## config.mk

```make
export PLATFORM = sky130hd
export DESIGN_NAME = c_subset_token_lexer_flat
export DESIGN_NICKNAME = d
export VERILOG_FILES = /design/src/hw/rtl/ctlex_pkg.sv /design/src/hw/rtl/ctlex_if.sv /design/src/hw/rtl/c_subset_token_lexer.sv /design/src/hw/rtl/ctlex_scan.sv /design/src/flat_wrapper.sv
export SDC_FILE = /design/constraint.sdc
export NUM_CORES = 1
export LEC_CHECK = 0
export BUFFER_PORTS_ARGS = -buffer_cell sky130_fd_sc_hd__buf_4
export CORE_AREA = 2 2 189 191
export DETAILED_ROUTE_END_ITERATION = 8
export DIE_AREA = 0 0 191 193
export SETUP_SLACK_MARGIN = 0.4
export SYNTH_ARGS = -nofsm -noshare
export SYNTH_HDL_FRONTEND = slang
export SYNTH_SLANG_ARGS = --single-unit
```

## constraint.sdc

```tcl
create_clock -name clock -period 5.3 [get_ports clock]
set_clock_uncertainty 0.1 [all_clocks]
set_input_delay 0.265 -clock clock [delete_from_list [all_inputs] [get_ports clock]]
set_output_delay 0.265 -clock clock [all_outputs]
set_load 0.1 [all_outputs]
```

## src/hw/rtl/ctlex_pkg.sv

```systemverilog
`timescale 1ns / 1ps

package ctlex_pkg;

   localparam int unsigned MaxTokensDefault = 50;
   localparam int unsigned TokenCountW      = 7;
   localparam int unsigned ByteW            = 8;
   localparam int unsigned ValueW           = 32;
   localparam int unsigned KindW            = 4;
   localparam int unsigned IdentLenW        = 3;
   localparam int unsigned KeywordCount     = 3;

   // result queue behind the scanner
   localparam int unsigned QueueDepth = 4;
   localparam int unsigned QPtrW      = $clog2(QueueDepth);
   localparam int unsigned QCountW    = $clog2(QueueDepth + 1);

   localparam logic [ByteW-1:0] CharLParen = 8'h28;
   localparam logic [ByteW-1:0] CharRParen = 8'h29;
   localparam logic [ByteW-1:0] CharLBrace = 8'h7B;
   localparam logic [ByteW-1:0] CharRBrace = 8'h7D;
   localparam logic [ByteW-1:0] CharSemi   = 8'h3B;
   localparam logic [ByteW-1:0] CharZero   = 8'h30;
   localparam logic [ByteW-1:0] CharNine   = 8'h39;
   localparam logic [ByteW-1:0] CharLowA   = 8'h61;
   localparam logic [ByteW-1:0] CharLowZ   = 8'h7A;
   localparam logic [ByteW-1:0] CharUpA    = 8'h41;
   localparam logic [ByteW-1:0] CharUpZ    = 8'h5A;
   localparam logic [ByteW-1:0] CharNul    = 8'h00;

   typedef enum logic [KindW-1:0] {
      KIND_INT    = 4'd0,
      KIND_MAIN   = 4'd1,
      KIND_LPAREN = 4'd2,
      KIND_RPAREN = 4'd3,
      KIND_LBRACE = 4'd4,
      KIND_RBRACE = 4'd5,
      KIND_RETURN = 4'd6,
      KIND_NUMBER = 4'd7,
      KIND_SEMI   = 4'd8,
      KIND_END    = 4'd9,
      KIND_IDENT  = 4'd10
   } token_kind_type;

   typedef enum logic [2:0] {
      MODE_IDLE = 3'b001,
      MODE_NUM  = 3'b010,
      MODE_ID   = 3'b100
   } run_mode_type;

   typedef enum logic [1:0] {
      KW_INT    = 2'd0,
      KW_MAIN   = 2'd1,
      KW_RETURN = 2'd2
   } keyword_type;

   typedef struct packed {
      run_mode_type              mode;
      logic [ValueW-1:0]         accum;
      logic [IdentLenW-1:0]      ident_len;
      logic [KeywordCount-1:0]   kw_match;
      logic [TokenCountW-1:0]    given;
   } lex_state_type;

   localparam lex_state_type LexStateReset = '{
      mode:      MODE_IDLE,
      accum:     '0,
      ident_len: '0,
      kw_match:  '1,
      given:     '0
   };

   typedef struct packed {
      logic [KindW-1:0]  kind;
      logic [ValueW-1:0] value;
      logic              last;
   } token_type;

   typedef struct packed {
      logic [1:0] count;
      token_type  tok0;
      token_type  tok1;
   } scan_result_type;

   function automatic logic [IdentLenW-1:0] kw_len(input keyword_type k);
      logic [IdentLenW-1:0] len;
      case (k)
         KW_INT:    len = 3'd3;
         KW_MAIN:   len = 3'd4;
         KW_RETURN: len = 3'd6;
         default:   len = 3'd0;
      endcase
      return len;
   endfunction

   function automatic logic [ByteW-1:0] kw_char(input keyword_type k,
                                                input logic [IdentLenW-1:0] p);
      logic [ByteW-1:0] ch;
      ch = CharNul;
      case (k)
         KW_INT: begin
            case (p)
               3'd0:    ch = 8'h69;
               3'd1:    ch = 8'h6E;
               3'd2:    ch = 8'h74;
               default: ch = CharNul;
            endcase
         end
         KW_MAIN: begin
            case (p)
               3'd0:    ch = 8'h6D;
               3'd1:    ch = 8'h61;
               3'd2:    ch = 8'h69;
               3'd3:    ch = 8'h6E;
               default: ch = CharNul;
            endcase
         end
         KW_RETURN: begin
            case (p)
               3'd0:    ch = 8'h72;
               3'd1:    ch = 8'h65;
               3'd2:    ch = 8'h74;
               3'd3:    ch = 8'h75;
               3'd4:    ch = 8'h72;
               3'd5:    ch = 8'h6E;
               default: ch = CharNul;
            endcase
         end
         default: ch = CharNul;
      endcase
      return ch;
   endfunction

endpackage

```

## src/hw/rtl/ctlex_if.sv

```systemverilog
`timescale 1ns / 1ps

interface ctlex_req_if;
   logic       valid;
   logic       ready;
   logic [7:0] text_byte;
   logic       end_of_text;

   modport source (output valid, output text_byte, output end_of_text, input ready);
   modport sink   (input valid, input text_byte, input end_of_text, output ready);
endinterface

interface ctlex_rsp_if;
   logic        valid;
   logic        ready;
   logic [3:0]  token_kind;
   logic [31:0] token_value;
   logic        last_of_run;

   modport source (output valid, output token_kind, output token_value,
                   output last_of_run, input ready);
   modport sink   (input valid, input token_kind, input token_value,
                   input last_of_run, output ready);
endinterface

```

## src/hw/rtl/c_subset_token_lexer.sv

```systemverilog
`timescale 1ns / 1ps
// Tokens are registered in the result queue and shown on rsp from there.
// Throughput: one byte per cycle while req is ready; a byte that gives two tokens
// pushes both into a four-entry result queue (req stalls when under two free).
// rsp drains at most one token per cycle.
// Reset (synchronous, active high) empties the queue and returns the scanner to idle.
module c_subset_token_lexer #(
   parameter int unsigned MAX_TOKENS = ctlex_pkg::MaxTokensDefault
) (
   input  logic             clock,
   input  logic             reset,
   ctlex_req_if.sink        req_chan,
   ctlex_rsp_if.source      rsp_chan
);
   import ctlex_pkg::*;

   localparam logic [TokenCountW-1:0] TokenLimit = TokenCountW'(MAX_TOKENS);

   lex_state_type   lex_state_ff, lex_state_in, scan_state;
   scan_result_type scan_res;

   token_type          q_ff [QueueDepth];
   logic [QPtrW-1:0]   wr_ptr_ff, wr_ptr_in, rd_ptr_ff, rd_ptr_in;
   logic [QCountW-1:0] q_count_ff, q_count_in;
   logic               accept_req, pop_rsp;
   logic [1:0]         push_count;

   ctlex_scan #(.MAX_TOKENS(MAX_TOKENS)) u_scan (
      .cur_state   (lex_state_ff),
      .text_byte   (req_chan.text_byte),
      .end_of_text (req_chan.end_of_text),
      .nxt_state   (scan_state),
      .result      (scan_res)
   );

   // hold off the request unless at least two result slots are free
   assign req_chan.ready = (q_count_ff <= QCountW'(QueueDepth - 2));
   assign accept_req     = req_chan.valid && req_chan.ready;
   assign pop_rsp        = rsp_chan.valid && rsp_chan.ready;
   assign push_count     = accept_req ? scan_res.count : 2'd0;

   assign lex_state_in = accept_req ? scan_state : lex_state_ff;
   assign wr_ptr_in    = wr_ptr_ff + QPtrW'(push_count);
   assign rd_ptr_in    = rd_ptr_ff + QPtrW'(pop_rsp);
   assign q_count_in   = q_count_ff + QCountW'(push_count) - QCountW'(pop_rsp);

   always_ff @(posedge clock) begin
      if (reset) begin
         lex_state_ff <= LexStateReset;
         wr_ptr_ff    <= '0;
         rd_ptr_ff    <= '0;
         q_count_ff   <= '0;
      end else begin
         lex_state_ff <= lex_state_in;
         wr_ptr_ff    <= wr_ptr_in;
         rd_ptr_ff    <= rd_ptr_in;
         q_count_ff   <= q_count_in;
      end
   end

   always_ff @(posedge clock) begin
      if (push_count != 2'd0)
         q_ff[wr_ptr_ff] <= scan_res.tok0;
      if (push_count == 2'd2)
         q_ff[QPtrW'(wr_ptr_ff + 1'b1)] <= scan_res.tok1;
   end

   assign rsp_chan.valid       = (q_count_ff != '0);
   assign rsp_chan.token_kind  = q_ff[rd_ptr_ff].kind;
   assign rsp_chan.token_value = q_ff[rd_ptr_ff].value;
   assign rsp_chan.last_of_run = q_ff[rd_ptr_ff].last;

   a_queue_bound: assert property (@(posedge clock) disable iff (reset)
      q_count_ff <= QCountW'(QueueDepth))
      else $error("result queue overfilled");

   a_limit_held: assert property (@(posedge clock) disable iff (reset)
      lex_state_ff.given <= TokenLimit)
      else $error("token count passed the limit");

   a_end_restarts: assert property (@(posedge clock) disable iff (reset)
      (accept_req && (req_chan.end_of_text || req_chan.text_byte == CharNul))
      |=> (lex_state_ff.mode == MODE_IDLE && lex_state_ff.given == '0
           && lex_state_ff.accum == '0))
      else $error("scanner not idle after end of text");

   a_end_is_last: assert property (@(posedge clock) disable iff (reset)
      (rsp_chan.valid && rsp_chan.token_kind == KIND_END) |-> rsp_chan.last_of_run)
      else $error("end token not marked last");

endmodule

```

## src/hw/rtl/ctlex_scan.sv

```systemverilog
`timescale 1ns / 1ps

module ctlex_scan #(
   parameter int unsigned MAX_TOKENS = ctlex_pkg::MaxTokensDefault
) (
   input  ctlex_pkg::lex_state_type   cur_state,
   input  logic [7:0]                 text_byte,
   input  logic                       end_of_text,
   output ctlex_pkg::lex_state_type   nxt_state,
   output ctlex_pkg::scan_result_type result
);
   import ctlex_pkg::*;

   localparam logic [TokenCountW-1:0] TokenLimit = TokenCountW'(MAX_TOKENS);

   function automatic logic [TokenCountW-1:0] sat_inc(input logic [TokenCountW-1:0] v);
      return (v == '1) ? v : v + 1'b1;
   endfunction

   function automatic logic [KeywordCount-1:0] kw_next(
      input logic [KeywordCount-1:0] km,
      input logic [IdentLenW-1:0]    p,
      input logic [ByteW-1:0]        ch);
      logic [KeywordCount-1:0] res;
      res = km;
      for (int i = 0; i < KeywordCount; i++) begin
         if (p >= kw_len(keyword_type'(i)) || kw_char(keyword_type'(i), p) != ch)
            res[i] = 1'b0;
      end
      return res;
   endfunction

   logic                   is_end, is_digit, is_lower, is_upper;
   logic                   mode_num, mode_id, close_num, close_id, closing;
   logic [TokenCountW-1:0] given_mid;
   logic [KindW-1:0]       ident_kind;
   token_type              tok_close, tok_second;
   logic                   second_valid;
   logic [ValueW-1:0]      digit_val;

   assign is_end   = end_of_text || (text_byte == CharNul);
   assign is_digit = text_byte inside {[CharZero:CharNine]};
   assign is_lower = text_byte inside {[CharLowA:CharLowZ]};
   assign is_upper = text_byte inside {[CharUpA:CharUpZ]};
   assign digit_val = ValueW'(text_byte - CharZero);

   assign mode_num  = (cur_state.mode == MODE_NUM);
   assign mode_id   = (cur_state.mode == MODE_ID);
   assign close_num = mode_num && (is_end || !is_digit);
   assign close_id  = mode_id && (is_end || !(is_lower || is_upper || is_digit));
   assign closing   = close_num || close_id;
   assign given_mid = closing ? sat_inc(cur_state.given) : cur_state.given;

   always_comb begin
      if (cur_state.ident_len == 3'd3 && cur_state.kw_match[KW_INT])
         ident_kind = KIND_INT;
      else if (cur_state.ident_len == 3'd4 && cur_state.kw_match[KW_MAIN])
         ident_kind = KIND_MAIN;
      else if (cur_state.ident_len == 3'd6 && cur_state.kw_match[KW_RETURN])
         ident_kind = KIND_RETURN;
      else
         ident_kind = KIND_IDENT;
   end

   always_comb begin
      tok_close.kind  = close_num ? KIND_NUMBER : ident_kind;
      tok_close.value = close_num ? cur_state.accum : '0;
      tok_close.last  = 1'b0;
   end

   always_comb begin
      nxt_state         = cur_state;
      nxt_state.given   = given_mid;
      second_valid      = 1'b0;
      tok_second.kind   = KIND_END;
      tok_second.value  = '0;
      tok_second.last   = 1'b1;

      // a run that survives this byte stays open, anything else drops to idle
      if (mode_num && !closing)
         nxt_state.mode = MODE_NUM;
      else if (mode_id && !closing)
         nxt_state.mode = MODE_ID;
      else
         nxt_state.mode = MODE_IDLE;
      if (close_num)
         nxt_state.accum = '0;
      if (close_id) begin
         nxt_state.ident_len = '0;
         nxt_state.kw_match  = '1;
      end

      if (is_end) begin
         nxt_state    = LexStateReset;
         second_valid = 1'b1;
      end else if (mode_num && !closing) begin
         nxt_state.accum = (cur_state.accum << 3) + (cur_state.accum << 1) + digit_val;
      end else if (mode_id && !closing) begin
         nxt_state.kw_match  = kw_next(cur_state.kw_match, cur_state.ident_len, text_byte);
         nxt_state.ident_len = (cur_state.ident_len == '1) ? cur_state.ident_len
                                                            : cur_state.ident_len + 1'b1;
      end else if (given_mid < TokenLimit) begin
         case (text_byte)
            CharLParen: begin second_valid = 1'b1; tok_second.kind = KIND_LPAREN; end
            CharRParen: begin second_valid = 1'b1; tok_second.kind = KIND_RPAREN; end
            CharLBrace: begin second_valid = 1'b1; tok_second.kind = KIND_LBRACE; end
            CharRBrace: begin second_valid = 1'b1; tok_second.kind = KIND_RBRACE; end
            CharSemi:   begin second_valid = 1'b1; tok_second.kind = KIND_SEMI;   end
            default: begin
               if (is_digit) begin
                  nxt_state.mode  = MODE_NUM;
                  nxt_state.accum = digit_val;
               end else if (is_lower) begin
                  nxt_state.mode      = MODE_ID;
                  nxt_state.ident_len = 3'd1;
                  nxt_state.kw_match  = kw_next('1, '0, text_byte);
               end
            end
         endcase
         if (second_valid)
            nxt_state.given = sat_inc(given_mid);
      end
   end

   always_comb begin
      result.count = {1'b0, closing} + {1'b0, second_valid};
      result.tok1  = tok_second;
      if (closing) begin
         result.tok0      = tok_close;
         result.tok0.last = !second_valid;
      end else begin
         result.tok0 = tok_second;
      end
   end

endmodule

```

## src/flat_wrapper.sv

```systemverilog
// flat-port wrapper written by rule: the top's interface ports become plain ports
module c_subset_token_lexer_flat import ctlex_pkg::*;
#(
   parameter int unsigned MAX_TOKENS = ctlex_pkg::MaxTokensDefault
)
  (clock, reset, req_chan_valid, req_chan_text_byte, req_chan_end_of_text, req_chan_ready, rsp_chan_valid, rsp_chan_token_kind, rsp_chan_token_value, rsp_chan_last_of_run, rsp_chan_ready);
  ctlex_req_if req_chan_i ();
  ctlex_rsp_if rsp_chan_i ();
  input  logic clock;
  input  logic reset;
  input wire logic [$bits(req_chan_i.valid)-1:0] req_chan_valid;
  input wire logic [$bits(req_chan_i.text_byte)-1:0] req_chan_text_byte;
  input wire logic [$bits(req_chan_i.end_of_text)-1:0] req_chan_end_of_text;
  output wire logic [$bits(req_chan_i.ready)-1:0] req_chan_ready;
  output wire logic [$bits(rsp_chan_i.valid)-1:0] rsp_chan_valid;
  output wire logic [$bits(rsp_chan_i.token_kind)-1:0] rsp_chan_token_kind;
  output wire logic [$bits(rsp_chan_i.token_value)-1:0] rsp_chan_token_value;
  output wire logic [$bits(rsp_chan_i.last_of_run)-1:0] rsp_chan_last_of_run;
  input wire logic [$bits(rsp_chan_i.ready)-1:0] rsp_chan_ready;
  assign req_chan_i.valid = req_chan_valid;
  assign req_chan_i.text_byte = req_chan_text_byte;
  assign req_chan_i.end_of_text = req_chan_end_of_text;
  assign req_chan_ready = req_chan_i.ready;
  assign rsp_chan_valid = rsp_chan_i.valid;
  assign rsp_chan_token_kind = rsp_chan_i.token_kind;
  assign rsp_chan_token_value = rsp_chan_i.token_value;
  assign rsp_chan_last_of_run = rsp_chan_i.last_of_run;
  assign rsp_chan_i.ready = rsp_chan_ready;
  c_subset_token_lexer #(.MAX_TOKENS(MAX_TOKENS)) u_core (.clock(clock), .reset(reset), .req_chan(req_chan_i), .rsp_chan(rsp_chan_i));
endmodule
```

==> flow_summary.yaml <==
clock_tree:
  postCtsHoldBufs: 0
  clock-sinks: 203
  cts_setup_buffers: 0
  ctsRootBufferMaster: "clkbuf_16"
  clkTransAtPathRegs_ps: 60
  numCtsBuffers: 23
  htree_levels: 1
  cts.path.max_buffers: 3
  cts_tree: "done"
  clk_latency_ps: 500
global_routing:
  grt_pass1_wl_um: 55400
  grt_pass1_vias: 10100
  antenna_found_initial: 0
  grt-ovfl-total: 0
  grt_usage_pct: 18.7
  grt_start_max_net_pins: 99
logic_synthesis:
  synth_area_per_cell_um2: 9.78
  synth_warnings: 0
  ys_seq_elements: 203
  syn_nets: 1330
  synthesis.area_mm2: 0.0121
  synth_enable_flop_cells: 16
  synth_ff_type: "dfxtp_1"
  ys_types: 82
  async_flop_share_pct: 0
  synth_cells: 1236
  ys_seq_area_share_pct: 34.9
place:
  dp_hpwl_um: 23500
  gp_congestion: 0.872
  portBuffers: 51
floorplanning:
  ios: 52
  die_area_mm2: 0.0369
  core.rowCount: 69
  floorplan.die.height_um: 193
  start_util_pct: 34.6
  die_width_um: 191
  design.core.area_mm2: 0.0350
power_and_ir_drop:
  pwr_density_cell_mw_per_mm2: 293
  ir_drop_uv: 215
  p_leak_nw: 5.14
setup_path:
  critPathMaxFanout: 9
  startpoint_type: "flop"
  r2r-start: "u_core.lex_state_ff[1]$_SDFFE_PP0P_"
  cp_cell_sequence: "ha_1, nand3_1, o22ai_1, nand3_1, o21ai_1, nor4_1, a31oi_4, nand2_1, ha_1, o21ai_1, or3_1, nor2_1, o2111ai_1, o21ai_0"
  critPathKind: "reg2reg"
  endpoint_kind: "flop"
  worst_path_max_delay_cell: "o21ai_1"
  arrival_ps: 4590
  slowest_delay_ps: 540
  cp_data_required_time_ps: 5420
  cp-startpoint: "u_core.lex_state_ff[1]$_SDFFE_PP0P_"
sta:
  hold_violations: 0
  max-slew-margin-rel_pct: 34.4
  tns_ps: 0
  setup_viol: 0
  worstMarginPinSlew_ps: 984
  fmax_mhz: 224
  min_period_ps: 4470
  slew_viol_final: 0
  min_period_over_period_pct: 84.3
  hold_slack_ps: 64.4
  rsz0062_at_grt: "no"
drt:
  drt-initial-drc-count: 840
  detail-route-antenna-nets: 0
  via_count: 10400
  drc_errors: 0
  drtPass1Iterations: 5
  finalWirelength_um: 34500
  vias_per_cell: 6.05
  avgRoutedWirePerCell_um: 20.0
finish:
  multi_input_area_mm2: 0.00737
  fin_nets: 1338
  register_area_mm2: 0.00423
  diodes: 0
  drive_gt1_share_pct: 15.2
  syn_to_final_growth_pct: 13.0
  nFillCells: 3426
run_status:
  status: "finished, final reports clean"
job:
  drv_cap: 0
hold_path:
  min_from: "reset"
  hold_class: "in2reg"
## logic make-up (layout without fill, tap and decap cells)
logic type,after synthesis,count (layout),share of synthesized area [%]
AND/OR/NAND/NOR,286,286,11.5
adder cells (fa/ha/maj),81,81,10.2
multiplexers,45,45,7.60
flip-flops,203,203,34.9
XOR/XNOR,44,44,3.19
buffers and inverters,142,166,4.51
AO/OA/AOI/OAI,435,435,28.0
## critical path, delay by kind of cell, from the launching register on
kind	cells	cell delay [ps]
flip-flops	1	460
AO/OA/AOI/OAI	6	1900
AND/OR/NAND/NOR	6	920
adder cells (fa/ha/maj)	2	790
## cell type report
class,count,share of cell area (%)
multi-input combinational,891,53.9
clock buffer,27,4.54
tap,461,4.22
sequential,203,30.9
inverter,49,1.35
timing repair buffer,76,4.36
clock inverter,14,0.723
## registers in the layout (all words and copies together) (netlist names)
| signal | cells |
|---|---|
| u_core.q_count_ff | 3 |
| u_core.wr_ptr_ff | 2 |
| u_core.q_ff | 148 |
| u_core.lex_state_ff | 48 |
| u_core.rd_ptr_ff | 2 |
## report_power, final
group | internal, mW | switching (mW)
Combinational | 0.282 | 0.557
Clock | 0.849 | 0.667
Sequential | 1.58 | 0.0663
Total | 2.71 | 1.29
## synthesized netlist by cell type (7+ instances only)
| cell type | count | area (µm²) |
|---|---|---|
| a211o_1 | 7 | 61.3 |
| a211oi_1 | 8 | 60.1 |
| a21o_1 | 20 | 150 |
| a21oi_1 | 70 | 350 |
| a22o_1 | 10 | 87.6 |
| a31oi_1 | 14 | 87.6 |
| a32o_1 | 130 | 1300 |
| clkbuf_1 | 81 | 304 |
| dfxtp_1 | 187 | 3740 |
| edfxtp_1 | 16 | 480 |
| fa_1 | 30 | 601 |
| ha_1 | 51 | 638 |
| inv_1 | 49 | 184 |
| mux4_2 | 37 | 833 |
| nand2_1 | 72 | 270 |
| nand2b_1 | 10 | 62.6 |
| nand3_1 | 30 | 150 |
| nand4_1 | 9 | 56.3 |
| nor2_1 | 72 | 270 |
| nor2b_1 | 8 | 50.1 |
| nor3_1 | 27 | 135 |
| nor4_1 | 11 | 68.8 |
| o2111ai_1 | 8 | 70.1 |
| o211ai_1 | 8 | 60.1 |
| o21a_1 | 13 | 97.6 |
| o21ai_0 | 54 | 270 |
| o21ai_1 | 9 | 45.0 |
| o22ai_1 | 14 | 87.6 |
| o31ai_1 | 7 | 52.6 |
| or2_2 | 10 | 62.6 |
| or3_1 | 11 | 68.8 |
| xnor2_1 | 24 | 210 |
| xor2_1 | 20 | 175 |
## through the flow
step / power, mW / area, µm² / std cells / utilization [%] / worst slack [ps]
after floorplan: 2.30 / 12100 / 1236 / - / 559
after global placement: 2.51 / 12900 / 1680 / 37.0 / 577
after detailed placement: 2.53 / 12900 / 1680 / 37.0 / 503
after CTS: 4.06 / 13700 / 1721 / 39.1 / 824
after global routing: 4.19 / 13700 / 1721 / 39.1 / 539
final: 4.00 / 13700 / 1721 / 39.1 / 834
## final timing paths
kind,endpoint,slack (ps),depth (start not counted)
max,u_core.q_ff[0][34]$_DFFE_PP_,830,14
min,u_core.wr_ptr_ff[1]$_SDFF_PP0_,60,2
max reg2reg,u_core.q_ff[0][34]$_DFFE_PP_,830,14
min reg2reg,u_core.q_ff[2][11]$_SDFFE_PP0P_,360,1
## timing repair
action                                  CTS  global route
endpoints found under the setup margin    0            93
endpoints found under the hold margin     0             0
resized for setup                         0             1
## cells in the final DEF (no fill, tap or decap), types with 16 or more instances in the layout
cell | Yosys | layout
inv_1 | 49 | 49
a21oi_1 | 70 | 69
nor3_1 | 27 | 25
fa_1 | 30 | 30
ha_1 | 51 | 51
dfxtp_1 | 187 | 185
xor2_1 | 20 | 20
a21o_1 | 20 | 20
xnor2_1 | 24 | 24
buf_4 | 2 | 74
nand2_1 | 72 | 72
clkbuf_16 | 0 | 23
o21ai_0 | 54 | 53
a32o_1 | 130 | 130
edfxtp_1 | 16 | 16
nand3_1 | 30 | 30
nor2_1 | 72 | 64
mux4_2 | 37 | 37
## layer usage
layer	routed length, µm	global-route usage (%)	vias up	part of all wire (%)
met3	1970	2.52	40	5.7
met5	0	0	-	0
met2	15900	31.0	325	46
li1	-	-	4852	-
met4	682	4.86	0	2.0
met1	16000	25.6	5198	46
Note: power is estimated with default switching activity, not from simulation.
